[config.mk]
export PLATFORM = sky130hd
export DESIGN_NAME = tc_frame_acceptance_farm
export DESIGN_NICKNAME = d
export VERILOG_FILES = /design/src/rtl/tcfa_pkg.sv /design/src/rtl/tcfa_cfg_regs.sv /design/src/rtl/tcfa_step.sv /design/src/rtl/tc_frame_acceptance_farm.sv
export SDC_FILE = /design/constraint.sdc
export NUM_CORES = 1
export LEC_CHECK = 0
export ABC_CLOCK_PERIOD_IN_PS = 4710
export BUFFER_PORTS_ARGS = -buffer_cell sky130_fd_sc_hd__buf_2
export CAP_MARGIN = 20
export CORE_ASPECT_RATIO = 0.6
export CORE_MARGIN = 5
export CORE_UTILIZATION = 46
export DETAILED_ROUTE_END_ITERATION = 10
export PLACE_DENSITY = 0.62
export SETUP_SLACK_MARGIN = 0.05
export SLEW_MARGIN = 20
export SYNTH_ARGS = -nofsm -noshare
export SYNTH_HDL_FRONTEND = slang
export SYNTH_HIERARCHICAL = 1
export SYNTH_SLANG_ARGS = --single-unit
[constraint.sdc]
create_clock -name clk_i -period 4.71 [get_ports clk_i]
set_input_delay 0.2355 -clock clk_i [delete_from_list [all_inputs] [get_ports clk_i]]
set_output_delay 0.2355 -clock clk_i [all_outputs]
set_load 0.01 [all_outputs]
[src/rtl/tcfa_pkg.sv]
// tcfa_pkg: shared types, codes and constants of the frame acceptance block
// used by tcfa_cfg_regs, tcfa_step and tc_frame_acceptance_farm; no dependencies
`timescale 1ns / 1ps
`default_nettype none

package tcfa_pkg;

  localparam int unsigned MaxFrameBytes   = 1024;
  localparam int unsigned HeaderBytes     = 5;
  localparam int unsigned EcfBytes        = 2;
  localparam int unsigned UnlockDataBytes = 1;
  localparam int unsigned SetVrDataBytes  = 3;

  localparam int unsigned LenW      = 11;
  localparam int unsigned SeqW      = 8;
  localparam int unsigned CfgIdxW   = 3;
  localparam int unsigned CfgDataW  = 8;
  localparam int unsigned InDataW   = 48;
  localparam int unsigned OutDataW  = 24;

  // register indexes
  localparam logic [CfgIdxW-1:0] REG_POS_WIN   = 3'd0;
  localparam logic [CfgIdxW-1:0] REG_NEG_WIN   = 3'd1;
  localparam logic [CfgIdxW-1:0] REG_ECF       = 3'd2;
  localparam logic [CfgIdxW-1:0] REG_UNLOCK    = 3'd3;
  localparam logic [CfgIdxW-1:0] REG_SETVR_B0  = 3'd4;
  localparam logic [CfgIdxW-1:0] REG_SETVR_B1  = 3'd5;

  // service types
  localparam logic [1:0] ST_AD    = 2'd0;
  localparam logic [1:0] ST_BD    = 2'd1;
  localparam logic [1:0] ST_BC    = 2'd2;
  localparam logic [1:0] ST_OTHER = 2'd3;

  // frame actions
  localparam logic [1:0] ACT_NONE    = 2'd0;
  localparam logic [1:0] ACT_AD      = 2'd1;
  localparam logic [1:0] ACT_BD      = 2'd2;
  localparam logic [1:0] ACT_DISCARD = 2'd3;

  // reported mode codes
  localparam logic [1:0] MODE_CODE_OPEN = 2'd0;
  localparam logic [1:0] MODE_CODE_WAIT = 2'd1;
  localparam logic [1:0] MODE_CODE_LOCK = 2'd2;

  // event codes
  localparam logic [3:0] EV_NONE          = 4'd0;
  localparam logic [3:0] EV_AD_ACCEPT     = 4'd1;
  localparam logic [3:0] EV_AD_NO_BUFFER  = 4'd2;
  localparam logic [3:0] EV_AD_POS_WIN    = 4'd3;
  localparam logic [3:0] EV_AD_NEG_WIN    = 4'd4;
  localparam logic [3:0] EV_AD_LOCKOUT    = 4'd5;
  localparam logic [3:0] EV_BD_ACCEPT     = 4'd6;
  localparam logic [3:0] EV_UNLOCK        = 4'd7;
  localparam logic [3:0] EV_SET_VR        = 4'd8;
  localparam logic [3:0] EV_INVALID       = 4'd9;
  localparam logic [3:0] EV_BUFFER_FREE   = 4'd10;
  localparam logic [3:0] EV_REPORT        = 4'd11;

  typedef enum logic [2:0] {
    MODE_OPEN = 3'b001,
    MODE_WAIT = 3'b010,
    MODE_LOCK = 3'b100
  } mode_e;

  typedef struct packed {
    logic [7:0] pos_win;
    logic [7:0] neg_win;
    logic       ecf_present;
    logic [7:0] unlock_octet;
    logic [7:0] setvr_b0;
    logic [7:0] setvr_b1;
  } cfg_t;

  typedef struct packed {
    mode_e           mode;
    logic [SeqW-1:0] vr;
    logic            lockout;
    logic            wait_flag;
    logic            retransmit;
    logic [1:0]      bcount;
  } farm_state_t;

  typedef struct packed {
    logic            report_due;
    logic            buf_full;
    logic            present;
    logic [1:0]      stype;
    logic [SeqW-1:0] ns;
    logic [LenW-1:0] len;
    logic [7:0]      b0;
    logic [7:0]      b1;
    logic [7:0]      b2;
  } frame_in_t;

  typedef struct packed {
    logic [1:0] action;
    logic       consumed;
    logic [3:0] event_code;
    logic       bad;
    logic       report;
  } step_res_t;

endpackage

`default_nettype wire

[src/rtl/tcfa_cfg_regs.sv]
// tcfa_cfg_regs: configuration register bank with a plain write port
// depends on tcfa_pkg
`timescale 1ns / 1ps
`default_nettype none

module tcfa_cfg_regs (
  input  wire logic                          clk_i,
  input  wire logic                          rst_ni,
  input  wire logic                          cfg_we_i,
  input  wire logic [tcfa_pkg::CfgIdxW-1:0]  cfg_idx_i,
  input  wire logic [tcfa_pkg::CfgDataW-1:0] cfg_wdata_i,
  output tcfa_pkg::cfg_t                     cfg_o
);
  import tcfa_pkg::*;

  cfg_t cfg_q, cfg_d;

  always_comb begin
    cfg_d = cfg_q;
    if (cfg_we_i) begin
      unique case (cfg_idx_i)
        REG_POS_WIN:  cfg_d.pos_win      = cfg_wdata_i;
        REG_NEG_WIN:  cfg_d.neg_win      = cfg_wdata_i;
        REG_ECF:      cfg_d.ecf_present  = cfg_wdata_i[0];
        REG_UNLOCK:   cfg_d.unlock_octet = cfg_wdata_i;
        REG_SETVR_B0: cfg_d.setvr_b0     = cfg_wdata_i;
        REG_SETVR_B1: cfg_d.setvr_b1     = cfg_wdata_i;
        default:      cfg_d = cfg_q;
      endcase
    end
  end

  always_ff @(posedge clk_i or negedge rst_ni) begin
    if (!rst_ni) begin
      cfg_q.pos_win      <= 8'd5;
      cfg_q.neg_win      <= 8'd5;
      cfg_q.ecf_present  <= 1'b1;
      cfg_q.unlock_octet <= 8'd0;
      cfg_q.setvr_b0     <= 8'd130;
      cfg_q.setvr_b1     <= 8'd0;
    end else begin
      cfg_q <= cfg_d;
    end
  end

  assign cfg_o = cfg_q;

endmodule

`default_nettype wire

[src/rtl/tcfa_step.sv]
// tcfa_step: combinational next-state and result logic for one word
// depends on tcfa_pkg
`timescale 1ns / 1ps
`default_nettype none

module tcfa_step (
  input  wire tcfa_pkg::cfg_t        cfg_i,
  input  wire tcfa_pkg::farm_state_t st_i,
  input  wire tcfa_pkg::frame_in_t   frm_i,
  output tcfa_pkg::farm_state_t      st_o,
  output tcfa_pkg::step_res_t        res_o
);
  import tcfa_pkg::*;

  logic [SeqW-1:0] ahead, behind;
  logic            in_pos, in_neg;
  logic [LenW-1:0] base_len;
  logic            len_fits, is_unlock, is_setvr;

  // modulo 256 distances from v(r)
  assign ahead  = frm_i.ns - st_i.vr;
  assign behind = st_i.vr - frm_i.ns;
  assign in_pos = ahead < cfg_i.pos_win;
  assign in_neg = (behind != '0) && (behind < cfg_i.neg_win);

  assign base_len = LenW'(HeaderBytes) + (cfg_i.ecf_present ? LenW'(EcfBytes) : '0);
  assign len_fits = frm_i.len <= LenW'(MaxFrameBytes);
  assign is_unlock = len_fits && (frm_i.len == base_len + LenW'(UnlockDataBytes))
                     && (frm_i.b0 == cfg_i.unlock_octet);
  assign is_setvr  = len_fits && (frm_i.len == base_len + LenW'(SetVrDataBytes))
                     && (frm_i.b0 == cfg_i.setvr_b0) && (frm_i.b1 == cfg_i.setvr_b1);

  always_comb begin
    st_o  = st_i;
    res_o = '{action: ACT_NONE, consumed: 1'b0, event_code: EV_NONE,
              bad: 1'b0, report: 1'b0};
    priority if (frm_i.report_due) begin
      res_o.event_code = EV_REPORT;
      res_o.report     = 1'b1;
    end else if (!frm_i.buf_full && st_i.wait_flag) begin
      res_o.event_code = EV_BUFFER_FREE;
      st_o.wait_flag   = 1'b0;
      if (st_i.mode == MODE_WAIT) st_o.mode = MODE_OPEN;
    end else if (frm_i.present) begin
      res_o.consumed = 1'b1;
      res_o.action   = ACT_DISCARD;
      unique case (frm_i.stype)
        ST_AD: begin
          priority if (frm_i.ns == st_i.vr) begin
            if (!frm_i.buf_full) begin
              res_o.event_code = EV_AD_ACCEPT;
              if (st_i.mode == MODE_OPEN) begin
                res_o.action    = ACT_AD;
                st_o.vr         = st_i.vr + SeqW'(1);
                st_o.retransmit = 1'b0;
              end else if (st_i.mode == MODE_WAIT) begin
                res_o.bad = 1'b1;
              end
            end else begin
              res_o.event_code = EV_AD_NO_BUFFER;
              if (st_i.mode == MODE_OPEN) begin
                st_o.retransmit = 1'b1;
                st_o.wait_flag  = 1'b1;
                st_o.mode       = MODE_WAIT;
              end
            end
          end else if (in_pos) begin
            res_o.event_code = EV_AD_POS_WIN;
            if (st_i.mode == MODE_OPEN) st_o.retransmit = 1'b1;
          end else if (in_neg) begin
            res_o.event_code = EV_AD_NEG_WIN;
          end else begin
            res_o.event_code = EV_AD_LOCKOUT;
            st_o.lockout     = 1'b1;
            st_o.mode        = MODE_LOCK;
          end
        end
        ST_BD: begin
          res_o.event_code = EV_BD_ACCEPT;
          res_o.action     = ACT_BD;
          st_o.bcount      = st_i.bcount + 2'd1;
        end
        ST_BC: begin
          priority if (is_unlock) begin
            res_o.event_code = EV_UNLOCK;
            st_o.bcount      = st_i.bcount + 2'd1;
            st_o.retransmit  = 1'b0;
            st_o.wait_flag   = 1'b0;
            st_o.lockout     = 1'b0;
            st_o.mode        = MODE_OPEN;
          end else if (is_setvr) begin
            res_o.event_code = EV_SET_VR;
            st_o.bcount      = st_i.bcount + 2'd1;
            // in lockout only the bypass counter moves
            if (st_i.mode != MODE_LOCK) begin
              st_o.retransmit = 1'b0;
              st_o.wait_flag  = 1'b0;
              st_o.vr         = frm_i.b2;
              st_o.mode       = MODE_OPEN;
            end
          end else begin
            res_o.event_code = EV_INVALID;
          end
        end
        ST_OTHER: res_o.event_code = EV_INVALID;
        default:  res_o.event_code = EV_INVALID;
      endcase
    end
  end

endmodule

`default_nettype wire

[src/rtl/tc_frame_acceptance_farm.sv]
// tc_frame_acceptance_farm: cop-1 receiver frame acceptance, top level
// throughput: one word per cycle while the result stream is not stalled,
// set by the single state update in tcfa_step
// an input register and a result register separate the two stream sides
// reset: rst_ni asynchronous, clears control state to open mode, v(r) zero,
// flags and bypass counter zero, registers to their default values
`timescale 1ns / 1ps
`default_nettype none

module tc_frame_acceptance_farm (
  input  wire logic                          clk_i,
  input  wire logic                          rst_ni,
  // configuration write port
  input  wire logic                          cfg_we_i,
  input  wire logic [tcfa_pkg::CfgIdxW-1:0]  cfg_idx_i,
  input  wire logic [tcfa_pkg::CfgDataW-1:0] cfg_wdata_i,
  // input stream
  input  wire logic                          s_axis_tvalid,
  output logic                               s_axis_tready,
  // report_due, ad_buffer_full, frame_present, frame_seq[8], frame_length[11],
  // data_byte0[8], data_byte1[8], data_byte2[8], zero pad
  input  wire logic [tcfa_pkg::InDataW-1:0]  s_axis_tdata,
  // service_type[2]
  input  wire logic [1:0]                    s_axis_tuser,
  // result stream
  output logic                               m_axis_tvalid,
  input  wire logic                          m_axis_tready,
  // frame_action[2], frame_consumed, event_code[4], bad_combination, report_valid,
  // lockout_flag, wait_flag, retransmit_flag, bypass_count[2], report_vr[8],
  // farm_mode[2]
  output logic [tcfa_pkg::OutDataW-1:0]      m_axis_tdata
);
  import tcfa_pkg::*;

  cfg_t        cfg;
  farm_state_t st_q, st_d;
  frame_in_t   frm_q;
  step_res_t   res;
  logic        in_vld_q, out_vld_q, fire, in_take;
  logic [OutDataW-1:0] out_q, out_d;
  logic [1:0]  mode_code;

  tcfa_cfg_regs u_cfg (
    .clk_i       (clk_i),
    .rst_ni      (rst_ni),
    .cfg_we_i    (cfg_we_i),
    .cfg_idx_i   (cfg_idx_i),
    .cfg_wdata_i (cfg_wdata_i),
    .cfg_o       (cfg)
  );

  tcfa_step u_step (
    .cfg_i (cfg),
    .st_i  (st_q),
    .frm_i (frm_q),
    .st_o  (st_d),
    .res_o (res)
  );

  // a word leaves the input register when the result register has room
  assign fire          = in_vld_q && (!out_vld_q || m_axis_tready);
  assign s_axis_tready = !in_vld_q || fire;
  assign in_take       = s_axis_tvalid && s_axis_tready;

  always_comb begin
    unique case (st_d.mode)
      MODE_OPEN: mode_code = MODE_CODE_OPEN;
      MODE_WAIT: mode_code = MODE_CODE_WAIT;
      MODE_LOCK: mode_code = MODE_CODE_LOCK;
      default:   mode_code = MODE_CODE_OPEN;
    endcase
  end

  assign out_d = {mode_code, st_d.vr, st_d.bcount, st_d.retransmit, st_d.wait_flag,
                  st_d.lockout, res.report, res.bad, res.event_code, res.consumed,
                  res.action};

  always_ff @(posedge clk_i or negedge rst_ni) begin
    if (!rst_ni) begin
      in_vld_q  <= 1'b0;
      out_vld_q <= 1'b0;
      st_q      <= '{mode: MODE_OPEN, vr: '0, lockout: 1'b0, wait_flag: 1'b0,
                     retransmit: 1'b0, bcount: '0};
    end else begin
      if (in_take)    in_vld_q <= 1'b1;
      else if (fire)  in_vld_q <= 1'b0;
      if (fire)                 out_vld_q <= 1'b1;
      else if (m_axis_tready)   out_vld_q <= 1'b0;
      if (fire) st_q <= st_d;
    end
  end

  // payload registers
  always_ff @(posedge clk_i) begin
    if (in_take) begin
      frm_q.report_due <= s_axis_tdata[0];
      frm_q.buf_full   <= s_axis_tdata[1];
      frm_q.present    <= s_axis_tdata[2];
      frm_q.ns         <= s_axis_tdata[10:3];
      frm_q.len        <= s_axis_tdata[21:11];
      frm_q.b0         <= s_axis_tdata[29:22];
      frm_q.b1         <= s_axis_tdata[37:30];
      frm_q.b2         <= s_axis_tdata[45:38];
      frm_q.stype      <= s_axis_tuser;
    end
    if (fire) out_q <= out_d;
  end

  assign m_axis_tvalid = out_vld_q;
  assign m_axis_tdata  = out_q;

endmodule

`default_nettype wire

* Yosys cells after proc, flatten, opt, wreduce, memory -nomap -nowiden
Cells that the tools add are included.
** Storage, ports and cells
- Bits in writable memories :: 0
- Logic and storage cells :: 149
- Memories :: 0
- ROM bits :: 0
- Input bits :: 66
- Output and inout bits :: 26
- Bits in registers :: 131
- Bits in latches :: 0
** Operators by class
- Eq/ne operators :: 19
- Bitwise gates (word level) :: 3
- Magnitude comparators :: 3
- Add/sub/neg operators :: 7
- Shift operators :: 0
- Div/mod/pow operators :: 0
- $mul :: 0
- Multiplexer cells :: 61
- Reduce and logical (&&, ||, !) cells :: 28
** Operators by type and width (number)
- equality test 8 bit :: 4
- 2-to-1 mux 16 bit :: 2
- 2-to-1 mux 8 bit :: 4
- 2-to-1 mux 3 bit :: 10
- case mux 14 bit (2 select lines) :: 1
- 2-to-1 mux 1 bit :: 25
- equality test 11 bit :: 2
- 2-to-1 mux 11 bit :: 2
- < comparator 8 bit :: 2
- 2-to-1 mux 4 bit :: 4
- case mux 4 bit (4 select lines) :: 1
- subtractor 8 bit :: 2
- 2-to-1 mux 2 bit :: 7
- equality test 3 x 2 -> 1 bit (second input constant) :: 4
- case mux 2 bit (2 select lines) :: 3
- AND reduction 2 bit :: 6
- adder 11 x 1 -> 11 bit (second input constant) :: 1
- adder 11 x 2 -> 11 bit (second input constant) :: 1
- adder 3 x 11 -> 11 bit (first input constant) :: 1
- less-or-equal comparator 11 bit (second input constant) :: 1
- equality test 3 bit (second input constant) :: 3
- logical AND 1 bit :: 9
- 2-to-1 mux 9 bit :: 1
- adder 8 x 1 -> 8 bit (second input constant) :: 1
- other kinds (16) :: 24

* Depth between registers and ports, before layout
Gate-level depths: netlist of the first run.
- Depth after elaboration :: 15
- Gate-level depth with buffers :: 16
- Depth with buffers taken out :: 16

* By module
The synthesis of the first run kept the hierarchy.
** By module, submodules not included
- tc_frame_acceptance_farm :: cells each 116, times used 1, sequential area each 2613.8 um^2, area each 2919.0 um^2
- tcfa_step :: cells each 328, times used 1, sequential area each 0.0 um^2, area each 2329.7 um^2
- tcfa_cfg_regs :: cells each 91, times used 1, sequential area each 1034.7 um^2, area each 1582.8 um^2

* Worst setup path before layout of the first run
No wires, ideal clock.
- Path type :: flip-flop to flip-flop
- From :: reg st_q[7] (netlist bit)
- To :: reg st_q[13] (netlist bit)
- Path buffers :: 1
- Setup time :: 0.082 ns
- Period minus slack after synthesis :: 3.304 ns
- Stages on the path, launching flop included :: 14
- Data required time :: 4.628 ns
- Arrival time :: 3.222 ns
- Setup slack :: 1.406 ns
- Path through :: dfrtp_1 > inv_1 > ha_1 > buf_6 > a21oi_2 > a21oi_2 > or4_4 > and2_2 > ha_1 > nand4_1 > o31ai_1 > a22oi_2 > a22o_1 > mux2_4
** RTL lines
- start, declared :: RTL line tc_frame_acceptance_farm.sv:36 : farm_state_t st_q, st_d;
- start signal, assigned :: RTL line tc_frame_acceptance_farm.sv:82 : st_q <= '{mode: MODE_OPEN, vr: '0, lockout: 1'b0, wait_flag: 1'b0,
- start signal, assigned :: RTL line tc_frame_acceptance_farm.sv:89 : if (fire) st_q <= st_d;

* Worst setup path after layout of the first run
- From :: reg st_q[5] (netlist bit)
- To :: reg out_q[3], in the netlist m_axis_tdata[3] (data pin)
** Between the ends
- Word-level cells in the longest chain between the ends :: 9
- Elaborated cells on any way between the ends :: 13
- Classes of those cells :: add/sub (2); order compare (2); eq/ne (1); mux (6); reduce/logical (2)
** RTL lines
- subtractor 8 bit :: RTL line tcfa_step.sv:22 : assign behind = st_i.vr - frm_i.ns;
- < comparator 8 bit / nonzero test 8 bit (equally long branches) :: RTL line tcfa_step.sv:24 : assign in_neg = (behind != '0) && (behind < cfg_i.neg_win);
- logical AND 1 bit :: RTL line tcfa_step.sv:24
- 2-to-1 mux 1 bit :: RTL line tcfa_step.sv:70 : end else if (in_neg) begin
- 2-to-1 mux 3 bit :: RTL line tcfa_step.sv:67 : end else if (in_pos) begin
- 2-to-1 mux 4 bit * :: RTL line tcfa_step.sv:49 : priority if (frm_i.ns == st_i.vr) begin
- case mux 4 bit (4 select lines) * :: RTL line tcfa_step.sv:47 : unique case (frm_i.stype)
- 2-to-1 mux 6 bit * :: RTL line tcfa_step.sv:44 : end else if (frm_i.present) begin
- 2-to-1 mux 1 bit * :: RTL line tcfa_step.sv:40 : end else if (!frm_i.buf_full && st_i.wait_flag) begin
- end signal, assigned :: RTL line tc_frame_acceptance_farm.sv:106 : if (fire) out_q <= out_d;
- end, declared :: RTL line tc_frame_acceptance_farm.sv:40 : logic [OutDataW-1:0] out_q, out_d;
Mark *: on every way between the ends. The rest lies on a longest branch, timed or not.
A chain may end at the register's enable or synchronous reset.

==> metrics.txt, run 1 <==
dominant cells by area after synthesis=edfxtp_1, dfrtp_1, mux2_2; Residual DRC=0; IO buf count=around 90; DRT Wirelength=between 15 and 20 mm; Initial Util=0.471; Seq cells post-synth=between 100 and 150; Ant. Diodes=0; CTS Buffer Depth=2; number of max-cap violations=0; mean area per synthesized cell=~13 sq um; layout cell share with drive strength beyond 1=0.298; H-tree Lvls=4; nets=783; synth cell count leaders=edfxtp_1, dfrtp_1, mux2_2, inv_1, xnor2_1; total track usage=0.202; routed vias=between 4000 and 5000; YS warnings=6; r2r worst-path depth=14; Detailed Routing Iterations Pass 1=4; worst vdd rail ir drop=191 uV; Die H=104 microns; min-delay worst type=input port to flip-flop; fin crit period=4040 ps; count of flip-flops with a built-in enable after synthesis=72; worst-path maximum fanout=7; dpl hpwl=12.5 mm; Post-Syn Area=6830 sq um; Synth top area share=0.316; vias in the first global route=between 4000 and 5000; Die X=167 microns; initial antenna violation count=0; syn nets=636; Cells after Synth=535; largest net degree at the start of global routing=60; average wire per standard cell=just under 20 microns; clock skew=between 15 and 20 ps; Critical Path Source Type=flip-flop; hold path depth=2; CTS Buf Count=17; Required @ worst endpoint=4840 ps; row cnt=34; Clk Latency, worst-skew pair=420 ps; CTS tree=done; core region area=14500 sq um; top_reg_cell synth=edfxtp_1; Die Area=17500 sq um; global-route wire length before repair=27.6 mm; outcome=finished clean; area grow syn2layout=24.8%; Slew headroom=0.325; slew of the pin with the lowest slew margin=1010 ps; RSZ-0062 raised after global routing=false; Root Driver=clkbuf_16; distinct cell type count after synthesis=80; IO Pins=a little over 90; register area=3650 sq um; Final ANT Viol Nets=0; Initial DRC Count=between 300 and 400; global route overflow=0; Arr. time, crit path=4170 ps; setup TNS=0 ps; count leader, synth=edfxtp_1; achievable frequency=approximately 250 MHz; Seq/Total Area, Yosys=0.534; buffer count from post-CTS setup fixing=0; P_leak=0.00351 uW; total power=between 3000 and 4000 uW; CP Capture Type=flip-flop; number of vias per cell=5.48; clock-pin slew on the worst setup and hold paths=60 ps; Final Hold Viols=0; flop2flop setup slack=670 ps; Max Slew Vio Count=0; gp weighted congestion=0.906; Final period util=0.857; fillcell total=between 1000 and 1500; cell area power density=390 nW/um^2; share of flip-flops with an asynchronous set or reset=0.450; crit path kind=flip-flop to flip-flop; final setup fails=0; multi-input logic area=2940 sq um; Synth area leader=edfxtp_1; CTS sink count=131; post_cts resized=0
-- critical path, stage by stage (launching register included) --
cell and delay (ps):
dfrtp_1 480, ha_1 190, inv_1 60, fa_1 390
a21o_1 230, a21oi_1 250, o21bai_1 90, a21oi_1 170
xnor2_1 100, ha_1 310, o2111ai_1 120, o21a_1 230
or2_2 400, a211oi_1 530, o211ai_1 200
-- layout by cell type, fill, tap and decap left out, types with 5 or more instances in the layout --
master         synthesis  layout
a221o_1                6       6
dlygate4sd3_1          0      48
dfstp_2                8       8
nand3_1               11      11
nor4bb_1               5       5
mux2_2                48      48
a21oi_1               18      18
nor3_1                 5       5
ha_1                  33      33
dfrtp_1               51      51
o21ai_0                8       8
clkbuf_16              0      17
nand2b_1               5       5
nand2_1               13      13
xnor2_1               36      36
buf_2                  3      89
a211oi_1               6       6
a21o_1                 7       7
edfxtp_1              72      72
nand4_1               14      14
mux2_4                 9       9
inv_6                  0       6
inv_1                 43      43
o211ai_1               5       5
nor2_1                28      28
-- kinds of logic after synthesis --
logic type | share of synthesized area
flops | 0.534
simple gates | 0.111
compound gates | 0.0982
mux | 0.103
buf+inv | 0.0361
xor+xnor | 0.0513
fa+ha+maj | 0.0663
-- worst paths after layout --
| check | from | end |
|---|---|---|
| worst max register to register | st_q[5] | m_axis_tdata[3] |
| worst max-delay path | st_q[5] | m_axis_tdata[3] |
| worst min register to register | u_cfg/cfg_o[29] | u_cfg/cfg_o[29] |
| worst min-delay path | s_axis_tvalid | in_vld_q |
| max in group asynchronous | rst_ni | st_q[9] |
| min in group asynchronous | rst_ni | u_cfg/cfg_o[12] |
-- registers in the layout, indices dropped and copies added (netlist names) --
name,cells
m_axis_tvalid,1
u_cfg/cfg_o,41
m_axis_tdata,24
st_q,16
in_vld_q,1
frm_q,48
-- power by group --
group          switching (uW)  internal (uW)
logic                     288            280
clock network             544            744
registers                91.1           1380
-- cell type report --
type	count	share of cell area
multi-input combinational	347	0.345
clock buffer	18	0.0503
clock inverter	14	0.0167
tap	198	0.0291
inverter	44	0.0194
sequential	131	0.428
timing repair buffer	141	0.112
-- what timing repair did --
item / 4_1_cts / 5_1_grt
setup endpoints to repair: 0 / 0
hold endpoints to repair: 50 / 0
hold buffers: 48 / 0
-- stage by stage --
stage / instance area [sq um] / instances / util / setup slack (ps) / hold slack [ps]
after global placement: 7470 / 813 / 0.515 / 835 / 412
after CTS: 8530 / 893 / 0.588 / 695 / 6.99
after floorplan: 6830 / 535 / - / 1410 / -60.1
after detailed placement: 7470 / 813 / 0.515 / 749 / 414
after global routing: 8530 / 893 / 0.588 / 475 / 3.95
final: 8530 / 893 / 0.588 / 673 / 17.2
-- routing by layer --
layer / part of all wire / track usage / wire length (microns)
met1: 0.50 / 0.307 / 8520
met2: 0.42 / 0.281 / 7180
met3: 0.074 / 0.0634 / 1260
met4: 0.011 / 0.0486 / 182
met5: 0 / 0 / 0
Note: power is estimated with default switching activity, not from simulation.
==> run 2: changes to the inputs <==
--- a/config.mk
+++ b/config.mk
@@ -12,7 +12,7 @@
 export CORE_MARGIN = 5
 export CORE_UTILIZATION = 46
 export DETAILED_ROUTE_END_ITERATION = 10
-export PLACE_DENSITY = 0.62
+export PLACE_DENSITY = 0.68
 export SETUP_SLACK_MARGIN = 0.05
 export SLEW_MARGIN = 20
 export SYNTH_ARGS = -nofsm -noshare
==> run 2 against run 1 <==
- clock skew fell by 3.0 ps
- die area did not move
- cell area barely moved
- sequential cell count did not move
- critical endpoint is now m_axis_tdata[23]
- largest cell class unchanged
- setup slack improved by 8.8 ps
- largest power group unchanged
- final cell count fell by 0.34%
- maximum frequency rose by 0.22%
- clock-buffer cell count fell by 1
- sequential share of layout area barely moved
- power rose by 1.7%
- the flow now finishes with violations (hold timing)
==> metrics.txt, run 2 (synthesis results as in run 1) <==
Biggest register=frm_q; setup TNS=0 ps; core region area=14500 sq um; dpl hpwl=12.2 mm; Arr. time, crit path=4270 ps; Slew headroom=0.271; initial antenna violation count=0; Final ANT Viol Nets=0; Ant. Diodes=0; fin crit period=4030 ps; Final Hold Viols=23; worst-path maximum fanout=7; Root Driver=clkbuf_16; cell area power density=396 nW/um^2; Initial Util=0.471; Critical Path Source Type=flip-flop; global-route wire length before repair=~28 mm; Final period util=0.855; Residual DRC=0; multi-input logic area=between 2000 and 3000 sq um; vias in the first global route=5271; nets=a little under 800; Critical Path End=m_axis_tdata[23]; Initial DRC Count=442; final setup fails=0; worst hold slack=-28.5 ps; IO Pins=92; total track usage=0.207; IO buf count=89; Required @ worst endpoint=4950 ps; largest net degree at the start of global routing=60; violations in the final reports=hold timing; Die X=167 microns; Largest register FFs=48; min-delay worst type=input port to async pin; clock skew=14.3 ps; register area=3650 sq um; area grow syn2layout=24.9%; clock-pin slew on the worst setup and hold paths=around 70 ps; H-tree Lvls=4; critical path launch point=st_q[5]; post_cts resized=0; most common library cell in the layout ignoring fill and taps=buf_2; routed vias=4968; Detailed Routing Iterations Pass 1=5; flop2flop setup slack=680 ps; P_leak=0.00351 uW; Die H=104 microns; average wire per standard cell=a little under 20 microns; Clk Latency, worst-skew pair=between 400 and 500 ps; RSZ-0062 raised after global routing=false; Max Slew Vio Count=0; CTS tree=done; worst vdd rail ir drop=225 uV; layout cell share with drive strength beyond 1=0.299; number of max-cap violations=0; fillcell total=1171; total power=between 3000 and 4000 uW; gp weighted congestion=0.881; CTS Buf Count=17; global route overflow=0; CTS Buffer Depth=2; achievable frequency=248 MHz; outcome=finished, violations left; CTS sink count=131; crit path kind=flip-flop to flip-flop; CP Capture Type=flip-flop; r2r worst-path depth=13; slew of the pin with the lowest slew margin=1090 ps; reg-to-reg endpoint=m_axis_tdata[23]; Die Area=17500 sq um; r2r startpoint=st_q[5]; row cnt=34; number of vias per cell=~5.6; DRT Wirelength=17.4 mm; most frequent cells in the layout=buf_2, edfxtp_1, dfrtp_1; final core occ=0.588
==> run 2: final cells by class <==
cell class | instances | share of cell area
clock buffers | 17 | 0.0498
clock inverters | 15 | 0.0211
inverters | 44 | 0.0194
multi-input cells | 347 | 0.344
flip-flops and latches | 131 | 0.428
well taps | 198 | 0.0290
repair buffers | 138 | 0.109
==> run 2: where the power goes <==
| group | switching, uW | internal, uW | total (uW) |
|---|---|---|---|
| clock | 587 | 762 | 1350 |
| sequential | 92.2 | 1380 | 1470 |
| combinational | 284 | 279 | 563 |
| total | 963 | 2420 | 3380 |
==> run 2: how the worst min path moves through the flow <==
| stage | startpoint | endpoint | cells after the start |
|---|---|---|---|
| CTS | rst_ni | u_cfg/cfg_o[12] | 2 |
| floorplan | rst_ni | in_vld_q | 0 |
| finish | rst_ni | u_cfg/cfg_o[12] | 2 |
| global placement | s_axis_tdata[18] | frm_q[31] | 1 |
| global route | s_axis_tdata[5] | frm_q[37] | 1 |
| detailed placement | s_axis_tdata[15] | frm_q[28] | 1 |
==> run 2: through the flow <==
stage          area, sq um  setup WS [ps]  hold WS [ps]  cells
3_3_place_gp          7470            869           412    812
4_1_cts               8530            736        0.0390    890
3_5_place_dp          7470            759           414    812
5_1_grt               8530            308          6.92    890
2_1_floorplan         6830           1410         -60.1    535
6_report              8530            682         -28.5    890
==> run 2: routing by layer <==
metal	vias to the layer above	GRT usage	part of all wire
met2	207	0.301	0.43
met5	-	0	0
met1	2457	0.299	0.47
li1	2284	-	-
met3	20	0.0676	0.089
met4	0	0.0510	0.0096
==> run 2: timing repair <==
action | CTS | global route
hold buffers | 46 | 0
setup buffers | 0 | 0
endpoints found under the hold margin | 46 | 0
==> run 2: critical path: stages (launching register included) <==
cell and delay [ps]:
dfrtp_1 460, inv_1 110, ha_1 180, inv_1 60, fa_1 400, a211oi_1 570, or4_1 220, nand4_1 230
ha_1 390, nand4_1 100, o31ai_1 390, a22oi_2 200, o22ai_1 290, nor3b_1 250
==> run 3: changes to the inputs <==
--- a/config.mk
+++ b/config.mk
@@ -17,5 +17,4 @@
 export SLEW_MARGIN = 20
 export SYNTH_ARGS = -nofsm -noshare
 export SYNTH_HDL_FRONTEND = slang
-export SYNTH_HIERARCHICAL = 1
 export SYNTH_SLANG_ARGS = --single-unit
==> run 3 against run 2 <==
- the run now ends clean
- sequential share of layout area decreased by 0.39 points
- clock skew is essentially flat
- non-clock buffer count up 7
- final cell count is 8.0% higher
- utilization increased by 0.37 points
- worst hold slack better by 130 ps
- sequential power barely moved
- wire length up 1.5%
- power increased by 2.6%
- highest routed layer unchanged
==> metrics.txt, run 3 <==
nets=around 850; synth cell count leaders=edfxtp_1, nand2_1, dfrtp_1, inv_1, o21ai_0; setup TNS=0 ps; Max Slew Vio Count=0; Initial DRC Count=410; XOR/XNOR Fraction of Synth Area=0.0460; Cells after Synth=604; r2r worst-path depth=11; GRT busiest layer=met1; Crit path largest cell delay=slightly above 800 ps; crit path kind=flip-flop to flip-flop; flop2flop setup slack=440 ps; Psw=around 1000 uW; clock skew=14.1 ps; Clock Power Share=0.390; Synth area leader=edfxtp_1; sequential share of power=0.432; top_reg_cell synth=edfxtp_1; reg-to-reg endpoint=m_axis_tdata[23]; Post-Syn Area=between 6000 and 7000 sq um; IO buf count=89; dominant cells by area after synthesis=edfxtp_1, dfrtp_1, ha_1; multiplexer share of the synthesized area=0.0561; syn nets=706; core region area=14500 sq um; count of flip-flops with a built-in enable after synthesis=just over 70; Detailed Routing Iterations Pass 1=5; distinct cell type count after synthesis=65; routed vias=5271; Die Area=17500 sq um; critical path launch point=st_q[10]; most frequent cells in the layout=buf_2, edfxtp_1, nand2_1; Synth top area share=0.316; average wire per standard cell=18.4 microns; H-tree Lvls=4; most common library cell in the layout ignoring fill and taps=buf_2; post_cts resized=0; dpl hpwl=~12 mm; slew of the pin with the lowest slew margin=881 ps; CTS Buffer Depth=2; Non-Filler Instances=961; placed cell count=879; vias in the first global route=5340; area grow syn2layout=25.8%; share of flip-flops with an asynchronous set or reset=0.450; Largest register FFs=48; Root Driver=clkbuf_16; Critical Path Source Type=flip-flop; clock-pin slew on the worst setup and hold paths=~70 ps; number of max-cap violations=0; fin crit period=4270 ps; layout cell share with drive strength beyond 1=0.231; Initial Util=0.471; Synth Area in Adders=0.0680; CP Capture Type=flip-flop; global-route wire length before repair=~28 mm; largest family of logic cells by synthesized area=simple AND/OR/NAND/NOR gates; Seq/Total Area, Yosys=0.533; CTS tree=done; Required @ worst endpoint=4890 ps; mean area per synthesized cell=around 11 sq um; largest net degree at the start of global routing=49; IO Pins=a little over 90; Die X=168 microns; Post-Synth Simple-Gate Area=0.134; Critical Path End=m_axis_tdata[23]; Final ANT Viol Nets=0; initial antenna violation count=0; min-delay worst type=input port to flip-flop; slowest CP cell=a2111oi_0; outcome=finished clean; Biggest register=frm_q; Synth Area in Compound Gates=0.124; number of vias per cell=5.48; grt met2 use=0.302; cell area power density=approximately 400 nW/um^2; count leader, synth=edfxtp_1; r2r startpoint=st_q[10]; GRT met3 Usage=0.0486; Slew headroom=0.397; Sw Share=0.295; YS warnings=0; CTS Buf Count=17; gp weighted congestion=0.910; P_leak=0.00357 uW; Arr. time, crit path=4450 ps; Die H=~100 microns; Final period util=0.907; Seq cells post-synth=around 130; Int Power=2440 uW; DRT Wirelength=17.6 mm; CTS sink count=131; fillcell total=approximately 1200; row cnt=34; crit path cell chain=inv_1 > ha_1 > inv_1 > a2111oi_0 > nand3_1 > ha_1 > and3_1 > a221o_1 > a22oi_2 > a221o_1 > and3b_1; final setup fails=0; Final Hold Viols=0; Residual DRC=0; combinational power share=0.178; achievable frequency=roughly 230 MHz; worst vdd rail ir drop=252 uV; global route overflow=0; Ant. Diodes=0; worst-path maximum fanout=12; Clk Latency, worst-skew pair=about 430 ps; RSZ-0062 raised after global routing=false; GRT met1 Usage=0.305; total track usage=0.204
[run 3: kinds of logic after synthesis]
| logic type | after synthesis |
|---|---|
| muxes | 34 |
| buffers and inverters | 66 |
| xor gates and xnor gates | 36 |
| DFF | 131 |
| and+or+nand+nor | 177 |
| adders and majority gates | 36 |
| AOI/OAI and AO/OA | 124 |
[run 3: what timing repair did]
| item | in CTS | in global routing |
|---|---|---|
| hold buffers | 50 | 0 |
| setup buffers | 0 | 0 |
| setup endpoints to repair | 0 | 0 |
| endpoints found under the hold margin | 61 | 0 |
[run 3: layer usage]
layer	share of wire	routed length, microns
met5	0	0
met1	0.49	8660
met2	0.44	7740
met3	0.064	1120
met4	0.0074	131
[run 3: final cells by class]
class	instances	area [sq um]	area share
sequential	131	3650	0.424
multi-input combinational	407	2940	0.341
timing repair buffer	145	991	0.115
clock buffer	17	425	0.0494
tap	198	248	0.0288
clock inverter	15	185	0.0215
inverter	48	180	0.0209
[run 3: how the worst min path moves through the flow]
stage / start / to / slack [ps] / cells past startpoint
global route: m_axis_tready / m_axis_tvalid / 110 / 3
global placement: rst_ni / u_cfg.cfg_o[39] / 140 / 1
floorplan: rst_ni / in_vld_q / -60 / 0
finish: m_axis_tready / m_axis_tvalid / 100 / 3
detailed placement: rst_ni / u_cfg.cfg_o[38] / 140 / 1
CTS: m_axis_tready / m_axis_tvalid / 80 / 3
[run 3: power groups by stage]
stage | Sequential [uW] | Combinational [uW] | Clock [uW]
4_1_cts | 1500 | 612 | 1370
3_5_place_dp | 1510 | 572 | 0
3_3_place_gp | 1510 | 556 | 0
6_report | 1500 | 617 | 1350
2_1_floorplan | 1500 | 398 | 0
5_1_grt | 1510 | 686 | 1430
[run 3: metrics by stage]
| step | power [uW] | cell area (sq um) | util | hold WS [ps] | worst slack, ps |
|---|---|---|---|---|---|
| after floorplan | 1890 | 6850 | - | -60.1 | 1180 |
| after global placement | 2070 | 7500 | 0.516 | 139 | 653 |
| after detailed placement | 2090 | 7500 | 0.516 | 139 | 577 |
| after CTS | 3480 | 8610 | 0.592 | 84.8 | 548 |
| after global routing | 3630 | 8610 | 0.592 | 107 | 162 |
| final | 3470 | 8610 | 0.592 | 101 | 436 |
[run 3: worst max-delay path: cells and delay by family (launching register included)]
kind	cells	cell delay (ps)
fa+ha+maj	2	880
compound gates	4	1730
simple gates	3	680
flops	1	490
buf+inv	2	240
